### src/rtl/pbt_pkg.sv
`default_nettype none
// ----------------------------------------------------------------------------
// pbt_pkg
// Shared types and constants of the particle bounce tick engine.
// ----------------------------------------------------------------------------
package pbt_pkg;

    localparam int WORD_W = 32;

    // input operation codes
    localparam logic [1:0] OP_TICK    = 2'd0;
    localparam logic [1:0] OP_LAUNCH  = 2'd1;
    localparam logic [1:0] OP_RELEASE = 2'd2;
    localparam logic [1:0] OP_UNUSED  = 2'd3;

    // central field modes
    localparam logic [1:0] FIELD_NONE    = 2'd0;
    localparam logic [1:0] FIELD_ATTRACT = 2'd1;
    localparam logic [1:0] FIELD_REPEL   = 2'd2;
    localparam logic [1:0] FIELD_UNUSED  = 2'd3;

    // configuration register indexes
    localparam logic [1:0] REG_GRAVITY_X      = 2'd0;
    localparam logic [1:0] REG_GRAVITY_Y      = 2'd1;
    localparam logic [1:0] REG_FIELD_MODE     = 2'd2;
    localparam logic [1:0] REG_FIELD_STRENGTH = 2'd3;

    localparam logic [31:0] TICKS_PER_SEC = 32'd1000;
    localparam logic [23:0] RELEASE_TICKS = 24'd100;
    localparam logic [4:0]  BURST_TICKS   = 5'd20;

    typedef enum logic [4:0] {
        ST_IDLE,
        ST_GX,
        ST_GY,
        ST_SQX,
        ST_SQY,
        ST_DIST,
        ST_ACCEL,
        ST_AXM,
        ST_AXD,
        ST_AYM,
        ST_AYD,
        ST_PX,
        ST_RX,
        ST_PY,
        ST_RY,
        ST_FX,
        ST_FY,
        ST_FS,
        ST_FM,
        ST_AGE,
        ST_DONE
    } state_t;

endpackage
`default_nettype wire

### src/rtl/pbt_mul.sv
`default_nettype none
// ----------------------------------------------------------------------------
// pbt_mul
// Bit-serial unsigned 32x32 multiplier, one multiplier bit per cycle.
// ----------------------------------------------------------------------------
module pbt_mul (
    input  wire logic                           aclk,
    input  wire logic                           aresetn,
    input  wire logic                           start,
    input  wire logic [pbt_pkg::WORD_W-1:0]     op_a,
    input  wire logic [pbt_pkg::WORD_W-1:0]     op_b,
    output logic                                done,
    output logic [2*pbt_pkg::WORD_W-1:0]        prod
);

    localparam int W = pbt_pkg::WORD_W;

    logic               busy_reg;
    logic               done_reg;
    logic [$clog2(W)-1:0] cnt_reg;
    logic [W-1:0]       a_reg;
    logic [2*W-1:0]     p_reg;
    logic [W:0]         hi_sum;

    // add multiplicand into the upper half when the low bit is set
    assign hi_sum = {1'b0, p_reg[2*W-1:W]} + (p_reg[0] ? {1'b0, a_reg} : '0);

    always_ff @(posedge aclk) begin
        if (!aresetn) begin
            busy_reg <= 1'b0;
            done_reg <= 1'b0;
            cnt_reg  <= '0;
        end else begin
            done_reg <= 1'b0;
            if (start) begin
                busy_reg <= 1'b1;
                cnt_reg  <= '0;
            end else if (busy_reg) begin
                cnt_reg <= cnt_reg + 1'b1;
                if (cnt_reg == '1) begin
                    busy_reg <= 1'b0;
                    done_reg <= 1'b1;
                end
            end
        end
    end

    always_ff @(posedge aclk) begin
        if (start) begin
            a_reg <= op_a;
            p_reg <= {{W{1'b0}}, op_b};
        end else if (busy_reg) begin
            p_reg <= {hi_sum, p_reg[W-1:1]};
        end
    end

    assign done = done_reg;
    assign prod = p_reg;

endmodule
`default_nettype wire

### src/rtl/pbt_div.sv
`default_nettype none
// ----------------------------------------------------------------------------
// pbt_div
// Restoring radix-2 divider, 64-bit dividend by 32-bit divisor.
// A short operation takes a 32-bit dividend and runs half the steps.
// ----------------------------------------------------------------------------
module pbt_div (
    input  wire logic                           aclk,
    input  wire logic                           aresetn,
    input  wire logic                           start,
    input  wire logic                           short_op,
    input  wire logic [2*pbt_pkg::WORD_W-1:0]   dividend,
    input  wire logic [pbt_pkg::WORD_W-1:0]     divisor,
    output logic                                done,
    output logic [2*pbt_pkg::WORD_W-1:0]        quot
);

    localparam int W  = pbt_pkg::WORD_W;
    localparam int CW = $clog2(2*W);

    logic                   busy_reg;
    logic                   done_reg;
    logic [CW-1:0]          cnt_reg;
    logic [W-1:0]           d_reg;
    logic [W-1:0]           rem_reg;
    logic [2*W-1:0]         q_reg;
    logic [W:0]             rem_sh;
    logic [W:0]             rem_sub;
    logic                   fits;

    assign rem_sh  = {rem_reg, q_reg[2*W-1]};
    assign rem_sub = rem_sh - {1'b0, d_reg};
    assign fits    = rem_sh >= {1'b0, d_reg};

    always_ff @(posedge aclk) begin
        if (!aresetn) begin
            busy_reg <= 1'b0;
            done_reg <= 1'b0;
            cnt_reg  <= '0;
        end else begin
            done_reg <= 1'b0;
            if (start) begin
                busy_reg <= 1'b1;
                // skip the upper half of a short dividend
                cnt_reg  <= short_op ? CW'(W) : '0;
            end else if (busy_reg) begin
                cnt_reg <= cnt_reg + 1'b1;
                if (cnt_reg == '1) begin
                    busy_reg <= 1'b0;
                    done_reg <= 1'b1;
                end
            end
        end
    end

    always_ff @(posedge aclk) begin
        if (start) begin
            d_reg   <= divisor;
            rem_reg <= '0;
            q_reg   <= short_op ? {dividend[W-1:0], {W{1'b0}}} : dividend;
        end else if (busy_reg) begin
            rem_reg <= fits ? rem_sub[W-1:0] : rem_sh[W-1:0];
            q_reg   <= {q_reg[2*W-2:0], fits};
        end
    end

    assign done = done_reg;
    assign quot = q_reg;

endmodule
`default_nettype wire

### src/rtl/pbt_sqrt.sv
`default_nettype none
// ----------------------------------------------------------------------------
// pbt_sqrt
// Digit-by-digit integer square root of a 64-bit value, two radicand bits
// and one root bit per cycle.
// ----------------------------------------------------------------------------
module pbt_sqrt (
    input  wire logic                           aclk,
    input  wire logic                           aresetn,
    input  wire logic                           start,
    input  wire logic [2*pbt_pkg::WORD_W-1:0]   radicand,
    output logic                                done,
    output logic [pbt_pkg::WORD_W-1:0]          root
);

    localparam int W = pbt_pkg::WORD_W;

    logic                 busy_reg;
    logic                 done_reg;
    logic [$clog2(W)-1:0] cnt_reg;
    logic [2*W-1:0]       rad_reg;
    logic [W+1:0]         rem_reg;
    logic [W-1:0]         root_reg;
    logic [W+3:0]         rem_sh;
    logic [W+3:0]         trial;
    logic [W+3:0]         rem_sub;
    logic                 fits;

    assign rem_sh  = {rem_reg, rad_reg[2*W-1:2*W-2]};
    assign trial   = {2'b00, root_reg, 2'b01};
    assign rem_sub = rem_sh - trial;
    assign fits    = rem_sh >= trial;

    always_ff @(posedge aclk) begin
        if (!aresetn) begin
            busy_reg <= 1'b0;
            done_reg <= 1'b0;
            cnt_reg  <= '0;
        end else begin
            done_reg <= 1'b0;
            if (start) begin
                busy_reg <= 1'b1;
                cnt_reg  <= '0;
            end else if (busy_reg) begin
                cnt_reg <= cnt_reg + 1'b1;
                if (cnt_reg == '1) begin
                    busy_reg <= 1'b0;
                    done_reg <= 1'b1;
                end
            end
        end
    end

    always_ff @(posedge aclk) begin
        if (start) begin
            rad_reg  <= radicand;
            rem_reg  <= '0;
            root_reg <= '0;
        end else if (busy_reg) begin
            rad_reg  <= {rad_reg[2*W-3:0], 2'b00};
            rem_reg  <= fits ? rem_sub[W+1:0] : rem_sh[W+1:0];
            root_reg <= {root_reg[W-2:0], fits};
        end
    end

    assign done = done_reg;
    assign root = root_reg;

endmodule
`default_nettype wire

### src/rtl/particle_bounce_physics_tick.sv
`default_nettype none
// Launch, release, unused codes and dead-particle ticks pass straight to ST_DONE.
// A live tick runs gravity and motion, plus the central field when it is on and the
// impact force after a wall hit: every multiply, divide and root runs bit-serially
// on a serial unit, and the two field divides take a full 64-bit dividend.
// One word at a time; the next word is taken once the last one is done.
// Reset (synchronous, aresetn low): no particle, state zero; acc/dist/accel/output data not reset.
// ----------------------------------------------------------------------------
// particle_bounce_physics_tick
// One-particle box physics engine: gravity, central field, wall bounce,
// impact force and aging, sequenced over shared serial arithmetic units.
// ----------------------------------------------------------------------------
module particle_bounce_physics_tick #(
    parameter int FRAC_BITS = 16
) (
    input  wire logic               aclk,
    input  wire logic               aresetn,
    // configuration
    input  wire logic               psel,
    input  wire logic               penable,
    input  wire logic               pwrite,
    input  wire logic [3:0]         paddr,
    input  wire logic [31:0]        pwdata,
    output logic [31:0]             prdata,
    output logic                    pready,
    // input words
    input  wire logic               s_valid,
    output logic                    s_ready,
    input  wire logic [1:0]         s_operation,
    input  wire logic [17:0]        s_start_x,
    input  wire logic [17:0]        s_start_y,
    input  wire logic [31:0]        s_start_vx,
    input  wire logic [31:0]        s_start_vy,
    input  wire logic [23:0]        s_mass,
    input  wire logic [16:0]        s_elasticity,
    input  wire logic [23:0]        s_lifetime_ticks,
    // result words
    output logic                    m_valid,
    input  wire logic               m_ready,
    output logic                    m_collided,
    output logic [31:0]             m_impact_force,
    output logic [5:0]              m_mode_count,
    output logic                    m_alive,
    output logic                    m_burst_active,
    output logic [17:0]             m_pos_x,
    output logic [17:0]             m_pos_y
);

    localparam logic signed [33:0] ONE_P     = 34'sd1 <<< FRAC_BITS;
    localparam logic signed [33:0] NEG_ONE_P = -ONE_P;
    localparam logic [31:0]        FIELD_MIN = 32'((64'd1 << FRAC_BITS) / 100);

    // ------------------------------------------------------------------
    // helpers
    // ------------------------------------------------------------------
    function automatic logic [31:0] sat32(input logic signed [65:0] v);
        logic [31:0] r;
        if (v > 66'sh0_7FFF_FFFF)
            r = 32'h7FFF_FFFF;
        else if (v < -66'sh0_8000_0000)
            r = 32'h8000_0000;
        else
            r = v[31:0];
        return r;
    endfunction

    function automatic logic [31:0] mag32(input logic [31:0] v);
        return v[31] ? (~v + 32'd1) : v;
    endfunction

    function automatic logic [31:0] add_sat(input logic [31:0] v, input logic [63:0] q,
                                            input logic neg);
        logic signed [65:0] sv;
        logic signed [65:0] sq;
        sv = $signed({{34{v[31]}}, v});
        sq = $signed({2'b00, q});
        return sat32(neg ? sv - sq : sv + sq);
    endfunction

    // ------------------------------------------------------------------
    // configuration registers
    // ------------------------------------------------------------------
    logic [31:0] gx_reg, gy_reg;
    logic [1:0]  fmode_reg;
    logic [30:0] fstr_reg;
    logic        cfg_wr;

    assign pready = 1'b1;
    assign cfg_wr = psel && penable && pwrite;

    always_ff @(posedge aclk) begin
        if (!aresetn) begin
            gx_reg    <= '0;
            gy_reg    <= '0;
            fmode_reg <= '0;
            fstr_reg  <= '0;
        end else if (cfg_wr) begin
            unique case (paddr[3:2])
                pbt_pkg::REG_GRAVITY_X:      gx_reg    <= pwdata;
                pbt_pkg::REG_GRAVITY_Y:      gy_reg    <= pwdata;
                pbt_pkg::REG_FIELD_MODE:     fmode_reg <= pwdata[1:0];
                pbt_pkg::REG_FIELD_STRENGTH: fstr_reg  <= pwdata[30:0];
                default: ;
            endcase
        end
    end

    always_comb begin
        unique case (paddr[3:2])
            pbt_pkg::REG_GRAVITY_X:      prdata = gx_reg;
            pbt_pkg::REG_GRAVITY_Y:      prdata = gy_reg;
            pbt_pkg::REG_FIELD_MODE:     prdata = {30'd0, fmode_reg};
            pbt_pkg::REG_FIELD_STRENGTH: prdata = {1'b0, fstr_reg};
            default:                     prdata = '0;
        endcase
    end

    // ------------------------------------------------------------------
    // serial units
    // ------------------------------------------------------------------
    logic        mul_start, div_start, sqrt_start;
    logic        mul_done, div_done, sqrt_done;
    logic [31:0] mul_a, mul_b;
    logic [63:0] mul_prod;
    logic        div_short;
    logic [63:0] div_dividend;
    logic [31:0] div_divisor;
    logic [63:0] div_quot;
    logic [63:0] sqrt_rad;
    logic [31:0] sqrt_root;

    pbt_mul u_mul (
        .aclk    (aclk),
        .aresetn (aresetn),
        .start   (mul_start),
        .op_a    (mul_a),
        .op_b    (mul_b),
        .done    (mul_done),
        .prod    (mul_prod)
    );

    pbt_div u_div (
        .aclk     (aclk),
        .aresetn  (aresetn),
        .start    (div_start),
        .short_op (div_short),
        .dividend (div_dividend),
        .divisor  (div_divisor),
        .done     (div_done),
        .quot     (div_quot)
    );

    pbt_sqrt u_sqrt (
        .aclk     (aclk),
        .aresetn  (aresetn),
        .start    (sqrt_start),
        .radicand (sqrt_rad),
        .done     (sqrt_done),
        .root     (sqrt_root)
    );

    // ------------------------------------------------------------------
    // state
    // ------------------------------------------------------------------
    pbt_pkg::state_t state_reg, state_next;
    logic        busy_reg, busy_next;
    logic        m_valid_reg, m_valid_next;
    logic [31:0] px_reg, px_next, py_reg, py_next;
    logic [31:0] vx_reg, vx_next, vy_reg, vy_next;
    logic [23:0] mass_reg, mass_next;
    logic [16:0] elas_reg, elas_next;
    logic [23:0] limit_reg, limit_next;
    logic [23:0] age_reg, age_next;
    logic        alive_reg, alive_next;
    logic [4:0]  tsh_reg, tsh_next;
    logic [31:0] force_reg, force_next;
    logic        live_reg, live_next;
    logic        hit_reg, hit_next;
    logic [63:0] acc_reg, acc_next;
    logic [31:0] dist_reg, dist_next;
    logic [31:0] accel_reg, accel_next;
    logic        out_load;

    logic        o_collided_reg;
    logic [31:0] o_force_reg;
    logic [5:0]  o_mode_reg;
    logic        o_alive_reg, o_burst_reg;
    logic [17:0] o_px_reg, o_py_reg;

    logic signed [33:0] pos_new;
    logic [47:0]        refl_mag;
    logic [47:0]        force_raw;
    logic [23:0]        age_inc;
    logic [36:0]        force_x20;
    logic [36:0]        modes_raw;
    logic [5:0]         mode_val;
    logic               repel;

    assign s_ready   = (state_reg == pbt_pkg::ST_IDLE);
    assign repel     = (fmode_reg == pbt_pkg::FIELD_REPEL);
    assign refl_mag  = mul_prod[63:16];
    assign force_raw = mul_prod[63:16];
    assign age_inc   = (age_reg == 24'hFF_FFFF) ? age_reg : age_reg + 24'd1;

    assign force_x20 = {1'b0, force_reg, 4'b0} + {3'b0, force_reg, 2'b0};
    assign modes_raw = force_x20 >> FRAC_BITS;
    assign mode_val  = (modes_raw > 37'd28) ? 6'd32 : modes_raw[5:0] + 6'd4;

    // position step for the axis in work
    always_comb begin
        logic [31:0] p;
        logic [31:0] v;
        logic signed [33:0] sp;
        logic signed [33:0] sq;
        p  = (state_reg == pbt_pkg::ST_PY) ? py_reg : px_reg;
        v  = (state_reg == pbt_pkg::ST_PY) ? vy_reg : vx_reg;
        sp = $signed({{2{p[31]}}, p});
        sq = $signed({2'b00, div_quot[31:0]});
        pos_new = v[31] ? sp - sq : sp + sq;
    end

    // operand selection for the shared units
    always_comb begin
        mul_a        = '0;
        mul_b        = '0;
        div_short    = 1'b1;
        div_dividend = '0;
        div_divisor  = pbt_pkg::TICKS_PER_SEC;
        sqrt_rad     = acc_reg;
        case (state_reg)
            pbt_pkg::ST_GX:    div_dividend = {32'd0, mag32(gx_reg)};
            pbt_pkg::ST_GY:    div_dividend = {32'd0, mag32(gy_reg)};
            pbt_pkg::ST_ACCEL: div_dividend = {32'd0, fstr_reg, 1'b0};
            pbt_pkg::ST_AXD, pbt_pkg::ST_AYD: begin
                div_short    = 1'b0;
                div_dividend = acc_reg;
                div_divisor  = dist_reg;
            end
            pbt_pkg::ST_PX:    div_dividend = {32'd0, mag32(vx_reg)};
            pbt_pkg::ST_PY:    div_dividend = {32'd0, mag32(vy_reg)};
            pbt_pkg::ST_SQX: begin
                mul_a = mag32(px_reg);
                mul_b = mag32(px_reg);
            end
            pbt_pkg::ST_SQY: begin
                mul_a = mag32(py_reg);
                mul_b = mag32(py_reg);
            end
            pbt_pkg::ST_AXM: begin
                mul_a = mag32(px_reg);
                mul_b = accel_reg;
            end
            pbt_pkg::ST_AYM: begin
                mul_a = mag32(py_reg);
                mul_b = accel_reg;
            end
            pbt_pkg::ST_RX: begin
                mul_a = mag32(vx_reg);
                mul_b = {15'd0, elas_reg};
            end
            pbt_pkg::ST_RY: begin
                mul_a = mag32(vy_reg);
                mul_b = {15'd0, elas_reg};
            end
            pbt_pkg::ST_FX: begin
                mul_a = mag32(vx_reg);
                mul_b = mag32(vx_reg);
            end
            pbt_pkg::ST_FY: begin
                mul_a = mag32(vy_reg);
                mul_b = mag32(vy_reg);
            end
            pbt_pkg::ST_FM: begin
                mul_a = dist_reg;
                mul_b = {8'd0, mass_reg};
            end
            default: ;
        endcase
    end

    // sequencer
    always_comb begin
        state_next   = state_reg;
        px_next      = px_reg;
        py_next      = py_reg;
        vx_next      = vx_reg;
        vy_next      = vy_reg;
        mass_next    = mass_reg;
        elas_next    = elas_reg;
        limit_next   = limit_reg;
        age_next     = age_reg;
        alive_next   = alive_reg;
        tsh_next     = tsh_reg;
        force_next   = force_reg;
        live_next    = live_reg;
        hit_next     = hit_reg;
        acc_next     = acc_reg;
        dist_next    = dist_reg;
        accel_next   = accel_reg;
        mul_start    = 1'b0;
        div_start    = 1'b0;
        sqrt_start   = 1'b0;
        out_load     = 1'b0;
        m_valid_next = m_valid_reg;
        if (m_valid_reg && m_ready)
            m_valid_next = 1'b0;

        unique case (state_reg)
            pbt_pkg::ST_IDLE: begin
                if (s_valid) begin
                    hit_next   = 1'b0;
                    live_next  = alive_reg;
                    state_next = pbt_pkg::ST_DONE;
                    case (s_operation)
                        pbt_pkg::OP_TICK: begin
                            if (alive_reg)
                                state_next = pbt_pkg::ST_GX;
                        end
                        pbt_pkg::OP_LAUNCH: begin
                            px_next    = {{14{s_start_x[17]}}, s_start_x};
                            py_next    = {{14{s_start_y[17]}}, s_start_y};
                            vx_next    = s_start_vx;
                            vy_next    = s_start_vy;
                            mass_next  = s_mass;
                            elas_next  = s_elasticity;
                            limit_next = s_lifetime_ticks;
                            age_next   = '0;
                            tsh_next   = '0;
                            alive_next = 1'b1;
                            live_next  = 1'b1;
                        end
                        pbt_pkg::OP_RELEASE: limit_next = pbt_pkg::RELEASE_TICKS;
                        default: ;
                    endcase
                end
            end
            pbt_pkg::ST_GX: begin
                div_start = !busy_reg;
                if (div_done) begin
                    vx_next    = add_sat(vx_reg, div_quot, gx_reg[31]);
                    state_next = pbt_pkg::ST_GY;
                end
            end
            pbt_pkg::ST_GY: begin
                div_start = !busy_reg;
                if (div_done) begin
                    vy_next = add_sat(vy_reg, div_quot, gy_reg[31]);
                    if (fmode_reg == pbt_pkg::FIELD_ATTRACT || repel)
                        state_next = pbt_pkg::ST_SQX;
                    else
                        state_next = pbt_pkg::ST_PX;
                end
            end
            pbt_pkg::ST_SQX: begin
                mul_start = !busy_reg;
                if (mul_done) begin
                    acc_next   = mul_prod;
                    state_next = pbt_pkg::ST_SQY;
                end
            end
            pbt_pkg::ST_SQY: begin
                mul_start = !busy_reg;
                if (mul_done) begin
                    acc_next   = acc_reg + mul_prod;
                    state_next = pbt_pkg::ST_DIST;
                end
            end
            pbt_pkg::ST_DIST: begin
                sqrt_start = !busy_reg;
                if (sqrt_done) begin
                    dist_next  = sqrt_root;
                    // field only acts away from the center
                    state_next = (sqrt_root > FIELD_MIN) ? pbt_pkg::ST_ACCEL
                                                         : pbt_pkg::ST_PX;
                end
            end
            pbt_pkg::ST_ACCEL: begin
                div_start = !busy_reg;
                if (div_done) begin
                    accel_next = div_quot[31:0];
                    state_next = pbt_pkg::ST_AXM;
                end
            end
            pbt_pkg::ST_AXM: begin
                mul_start = !busy_reg;
                if (mul_done) begin
                    acc_next   = mul_prod;
                    state_next = pbt_pkg::ST_AXD;
                end
            end
            pbt_pkg::ST_AXD: begin
                div_start = !busy_reg;
                if (div_done) begin
                    // pull toward the origin (push away when repelling): sign opposite to the position
                    vx_next    = add_sat(vx_reg, div_quot, ~px_reg[31] ^ repel);
                    state_next = pbt_pkg::ST_AYM;
                end
            end
            pbt_pkg::ST_AYM: begin
                mul_start = !busy_reg;
                if (mul_done) begin
                    acc_next   = mul_prod;
                    state_next = pbt_pkg::ST_AYD;
                end
            end
            pbt_pkg::ST_AYD: begin
                div_start = !busy_reg;
                if (div_done) begin
                    vy_next    = add_sat(vy_reg, div_quot, ~py_reg[31] ^ repel);
                    state_next = pbt_pkg::ST_PX;
                end
            end
            pbt_pkg::ST_PX: begin
                div_start = !busy_reg;
                if (div_done) begin
                    state_next = pbt_pkg::ST_PY;
                    if (pos_new > ONE_P) begin
                        px_next    = ONE_P[31:0];
                        hit_next   = 1'b1;
                        state_next = pbt_pkg::ST_RX;
                    end else if (pos_new < NEG_ONE_P) begin
                        px_next    = NEG_ONE_P[31:0];
                        hit_next   = 1'b1;
                        state_next = pbt_pkg::ST_RX;
                    end else begin
                        px_next = pos_new[31:0];
                    end
                end
            end
            pbt_pkg::ST_RX: begin
                mul_start = !busy_reg;
                if (mul_done) begin
                    vx_next    = add_sat(32'd0, {16'd0, refl_mag}, ~vx_reg[31]);
                    state_next = pbt_pkg::ST_PY;
                end
            end
            pbt_pkg::ST_PY: begin
                div_start = !busy_reg;
                if (div_done) begin
                    state_next = hit_reg ? pbt_pkg::ST_FX : pbt_pkg::ST_AGE;
                    if (pos_new > ONE_P) begin
                        py_next    = ONE_P[31:0];
                        hit_next   = 1'b1;
                        state_next = pbt_pkg::ST_RY;
                    end else if (pos_new < NEG_ONE_P) begin
                        py_next    = NEG_ONE_P[31:0];
                        hit_next   = 1'b1;
                        state_next = pbt_pkg::ST_RY;
                    end else begin
                        py_next = pos_new[31:0];
                    end
                end
            end
            pbt_pkg::ST_RY: begin
                mul_start = !busy_reg;
                if (mul_done) begin
                    vy_next    = add_sat(32'd0, {16'd0, refl_mag}, ~vy_reg[31]);
                    state_next = pbt_pkg::ST_FX;
                end
            end
            pbt_pkg::ST_FX: begin
                mul_start = !busy_reg;
                if (mul_done) begin
                    acc_next   = mul_prod;
                    state_next = pbt_pkg::ST_FY;
                end
            end
            pbt_pkg::ST_FY: begin
                mul_start = !busy_reg;
                if (mul_done) begin
                    acc_next   = acc_reg + mul_prod;
                    state_next = pbt_pkg::ST_FS;
                end
            end
            pbt_pkg::ST_FS: begin
                sqrt_start = !busy_reg;
                if (sqrt_done) begin
                    dist_next  = sqrt_root;
                    state_next = pbt_pkg::ST_FM;
                end
            end
            pbt_pkg::ST_FM: begin
                mul_start = !busy_reg;
                if (mul_done) begin
                    force_next = (|force_raw[47:32]) ? 32'hFFFF_FFFF : force_raw[31:0];
                    state_next = pbt_pkg::ST_AGE;
                end
            end
            pbt_pkg::ST_AGE: begin
                age_next = age_inc;
                if (age_inc >= limit_reg)
                    alive_next = 1'b0;
                // a hit restarts the count, which then advances once
                if (hit_reg)
                    tsh_next = 5'd1;
                else if (tsh_reg != 5'd31)
                    tsh_next = tsh_reg + 5'd1;
                state_next = pbt_pkg::ST_DONE;
            end
            pbt_pkg::ST_DONE: begin
                if (!m_valid_reg || m_ready) begin
                    out_load     = 1'b1;
                    m_valid_next = 1'b1;
                    state_next   = pbt_pkg::ST_IDLE;
                end
            end
            default: state_next = pbt_pkg::ST_IDLE;
        endcase

        busy_next = busy_reg;
        if (mul_start || div_start || sqrt_start)
            busy_next = 1'b1;
        if (mul_done || div_done || sqrt_done)
            busy_next = 1'b0;
    end

    always_ff @(posedge aclk) begin
        if (!aresetn) begin
            state_reg   <= pbt_pkg::ST_IDLE;
            busy_reg    <= 1'b0;
            m_valid_reg <= 1'b0;
            px_reg      <= '0;
            py_reg      <= '0;
            vx_reg      <= '0;
            vy_reg      <= '0;
            mass_reg    <= '0;
            elas_reg    <= '0;
            limit_reg   <= '0;
            age_reg     <= '0;
            alive_reg   <= 1'b0;
            tsh_reg     <= '0;
            force_reg   <= '0;
            live_reg    <= 1'b0;
            hit_reg     <= 1'b0;
        end else begin
            state_reg   <= state_next;
            busy_reg    <= busy_next;
            m_valid_reg <= m_valid_next;
            px_reg      <= px_next;
            py_reg      <= py_next;
            vx_reg      <= vx_next;
            vy_reg      <= vy_next;
            mass_reg    <= mass_next;
            elas_reg    <= elas_next;
            limit_reg   <= limit_next;
            age_reg     <= age_next;
            alive_reg   <= alive_next;
            tsh_reg     <= tsh_next;
            force_reg   <= force_next;
            live_reg    <= live_next;
            hit_reg     <= hit_next;
        end
    end

    always_ff @(posedge aclk) begin
        acc_reg   <= acc_next;
        dist_reg  <= dist_next;
        accel_reg <= accel_next;
        if (out_load) begin
            o_collided_reg <= hit_reg;
            o_force_reg    <= force_reg;
            o_mode_reg     <= mode_val;
            o_alive_reg    <= alive_reg;
            o_burst_reg    <= live_reg && (tsh_reg < pbt_pkg::BURST_TICKS);
            o_px_reg       <= px_reg[17:0];
            o_py_reg       <= py_reg[17:0];
        end
    end

    assign m_valid        = m_valid_reg;
    assign m_collided     = o_collided_reg;
    assign m_impact_force = o_force_reg;
    assign m_mode_count   = o_mode_reg;
    assign m_alive        = o_alive_reg;
    assign m_burst_active = o_burst_reg;
    assign m_pos_x        = o_px_reg;
    assign m_pos_y        = o_py_reg;

    // ------------------------------------------------------------------
    // assertions
    // ------------------------------------------------------------------
    a_one_unit: assert property (@(posedge aclk) disable iff (!aresetn)
        $onehot0({mul_start, div_start, sqrt_start}))
        else $error("two serial units started together");

    a_no_restart: assert property (@(posedge aclk) disable iff (!aresetn)
        busy_reg |-> !(mul_start || div_start || sqrt_start))
        else $error("serial unit started while one is running");

    a_take_once: assert property (@(posedge aclk) disable iff (!aresetn)
        (s_valid && s_ready) |=> !s_ready)
        else $error("input taken while a word is in work");

    a_mode_range: assert property (@(posedge aclk) disable iff (!aresetn)
        m_valid |-> (m_mode_count >= 6'd4 && m_mode_count <= 6'd32))
        else $error("mode count out of range");

endmodule
`default_nettype wire
### config.mk
export PLATFORM = sky130hd
export DESIGN_NAME = particle_bounce_physics_tick
export DESIGN_NICKNAME = d
export VERILOG_FILES = /design/src/rtl/pbt_pkg.sv /design/src/rtl/pbt_mul.sv /design/src/rtl/pbt_div.sv /design/src/rtl/pbt_sqrt.sv /design/src/rtl/particle_bounce_physics_tick.sv
export SDC_FILE = /design/constraint.sdc
export NUM_CORES = 2
export LEC_CHECK = 0
export BUFFER_PORTS_ARGS = -buffer_cell sky130_fd_sc_hd__buf_2
export CORE_AREA = 4 4 489 491
export DETAILED_ROUTE_END_ITERATION = 7
export DIE_AREA = 0 0 493 495
export MAX_ROUTING_LAYER = met4
export PLACE_DENSITY = 0.56
export RECOVER_POWER = 100
export SYNTH_ARGS = -nofsm -noshare
export SYNTH_HDL_FRONTEND = slang
export SYNTH_HIERARCHICAL = 1
export SYNTH_SLANG_ARGS = --single-unit
### constraint.sdc
create_clock -name aclk -period 13.4 [get_ports aclk]
set_clock_uncertainty 0.05 [all_clocks]
set_input_delay 1.34 -clock aclk [delete_from_list [all_inputs] [get_ports aclk]]
set_output_delay 1.34 -clock aclk [all_outputs]
set_load 0.02 [all_outputs]
==> run metrics <==
HPWL Detailed=314 mm; Placement Cell Area=a little under 90000 um2; Top Usage Layer GRT=met2; Final Total Pwr=about 0.022 W; Yosys reg bits=roughly 940; Global Route met3 Usage=6.28%; Final setup viols=0; H-tree level count=3; clock latency on the worst-skew pair=780 ps; Setup crit end kind=register; post-CTS sizing=0; number of max-cap violations=30; syn_area_per_cell=~8 um2; pre-CTS setup slack=4980 ps; Synth warnings=6; period utilisation layout=slightly above 80%; crit start category=register; WHS Endpoint=elas_reg[3]; failing checks=DRC, capacitance limit, slew limit; area occupied by multi-input gates=54800 um2; Post-synth top flop=dfxtp_1; I/O pins=322; first-pass GRT wire length=around 560 mm; CP Data Arrival Time=11350 ps; RSZ-0062 raised after global routing=false; input/output buffers=approximately 320; relative slew slack=-401%; vias in the first global route=roughly 78000; initial core utilization=a little over a third; count of different cell masters after synthesis=127; worst-margin pin slew=approximately 7500 ps; Post-synth EDFFs=about 430; hold path depth=2; clock-pin slew on the worst setup and hold paths=about 70 ps; met1 GRT Util=about 41%; Root Driver=clkbuf_16; worst-path maximum fanout=70; share of layout cells above drive strength 1=between 7 and 8%; die area=between 200000 and 250000 um2; Final Wtd Congestion=between 1 and 1.5; die width=just under 500 um; clk sinks=around 940; routed wire length per instance=~29 um; Post-Route WL=approximately 400 mm; async set-or-reset flop fraction in the synthesized netlist=0%; Area Overhead vs Synth=9.73%; grt ovf=0; WP data required=around 14000 ps; Hold-fix buffers, CTS=0; core box area=approximately 230000 um2; Post CTS Setup Buffer Count=0; CTS Buf Count=approximately 110; antenna violations before repair=28; Cell Area, Synth=between 80000 and 90000 um2; max-slew violation total from the final report=1491; class of the worst hold path=register to register; Total GRT Usage=about a third; chip height=just under 500 um; nets@finish=11100; Reg-to-Reg Start=vx_reg[31]; synthesized net count=~11000; drt first pass iters=8; Clock Tree Buf Depth=3; vias=between 80000 and 90000; fill count=roughly 24000; status=finished, violations left; largest net degree at the start of global routing=190; leading cell type in the layout, fill and taps excluded=nand2_1; Detail Route Antenna Nets=0; worst reg2reg setup slack=2600 ps; Power per Cell Area=~250 nW/um2; Worst R2R Path Depth=20; Worst Hold Launch=elas_reg[3]; final setup TNS=0 ps; post-route setup slack=2600 ps; row cnt=178; commonest cells after routing, fill and taps aside=1207 x nand2_1, 884 x nor2_1, 793 x a21oi_1, 706 x o21ai_0, 526 x ha_1; final hold slack=428 ps; Final Hold Fails=0; CTS tree=built; residual DRC count=7; CP Class=register to register; cells after synthesis=just over 10000; met2 global-route usage=roughly 46%; fin crit period=~11000 ps; vias per cell=roughly 6.2; register area=23200 um2; Worst R2R End=vx_reg[29]; Fmax achieved=approximately 93 MHz; sequential share of the synthesized area=28.3%; DRT iter0 DRCs=between 10000 and 15000; fin area=approximately 90000 um2; leakage=roughly 34 nW; maximum vdd drop=0.000138 V
## stage by stage
step,cells,util (%)
2_1_floorplan,10300,-
3_3_place_gp,13400,36.8
3_5_place_dp,13400,36.8
4_1_cts,13600,38.4
5_1_grt,13600,38.2
6_report,13600,38.3
## synth_stat cells, types with 125 or more instances
cell type  count  area (um2)
mux2i_1      194        1940
inv_1        377        1420
edfxtp_1     429       12900
a21boi_0     180        1350
a31oi_1      125         782
nor2_1       891        3340
a21oi_1      795        3980
dfxtp_1      513       10300
a21o_1       150        1130
and2_1       147         920
nor2b_1      137         857
o21ai_0      701        3510
nor4_1       127         795
xor2_1       231        2020
nand2_1     1209        4540
ha_1         526        6580
nand3_1      228        1140
o31ai_1      144        1080
xnor2_1      463        4060
nor3_1       257        1290
clkbuf_1     485        1820
## power breakdown
part	switching [W]	internal, W	total (W)
logic	0.00983	0.00465	0.0145
clock network	0.00136	0.00182	0.00318
registers	0.000866	0.00383	0.00469
## logic make-up after synthesis
| kind of cell | Yosys count | synth area share, % |
|---|---|---|
| compound gates | 3245 | 26.3 |
| simple gates | 3620 | 21.1 |
| flops | 942 | 28.3 |
| mux | 298 | 3.83 |
| fa+ha+maj | 534 | 8.24 |
| buf+inv | 1011 | 4.84 |
| xor+xnor | 694 | 7.43 |
| other cells | 1 | 0.00458 |
## worst max-delay path by stage
stage / from / depth (start not counted) / slack, ps / to
2_1_floorplan: vx_reg[31] / 25 / 6260 / px_reg[11]
3_3_place_gp: state_reg[3] / 23 / 5090 / px_reg[4]
3_5_place_dp: state_reg[3] / 23 / 4980 / px_reg[15]
4_1_cts: state_reg[3] / 23 / 4970 / px_reg[15]
5_1_grt: vy_reg[31] / 18 / 2230 / vy_reg[22]
6_report: vx_reg[31] / 20 / 2600 / vx_reg[29]
## metal layers
| metal | routed length [um] | part of all wire [%] |
|---|---|---|
| met1 | 166000 | 42 |
| met2 | 166000 | 42 |
| met4 | 28700 | 7.2 |
| met3 | 36700 | 9.2 |
| met5 | 0 | 0 |
## critical path, stage by stage (launching register included)
cell	delay [ps]
dfxtp_1	1500
clkbuf_1	2600
ha_1	800
inv_1	270
o21bai_1	130
a21oi_1	400
o21a_1	210
o221ai_1	250
nor3_1	220
a21oi_1	90
clkbuf_1	290
a41oi_1	730
o21ai_0	160
a21o_1	260
a31oi_1	750
o21ai_0	230
o21a_1	300
a21o_1	220
buf_4	260
nor3_1	670
nor2_1	100
## final cells by class
class | instances | area share (%)
well taps | 3150 | 4.39
clock buffers | 144 | 3.40
flip-flops and latches | 942 | 25.8
clock inverters | 58 | 0.779
inverters | 389 | 1.63
multi-input cells | 8392 | 61.1
repair buffers | 486 | 2.87
diodes | 20 | 0.0557
(Power assumes the default switching activity.)
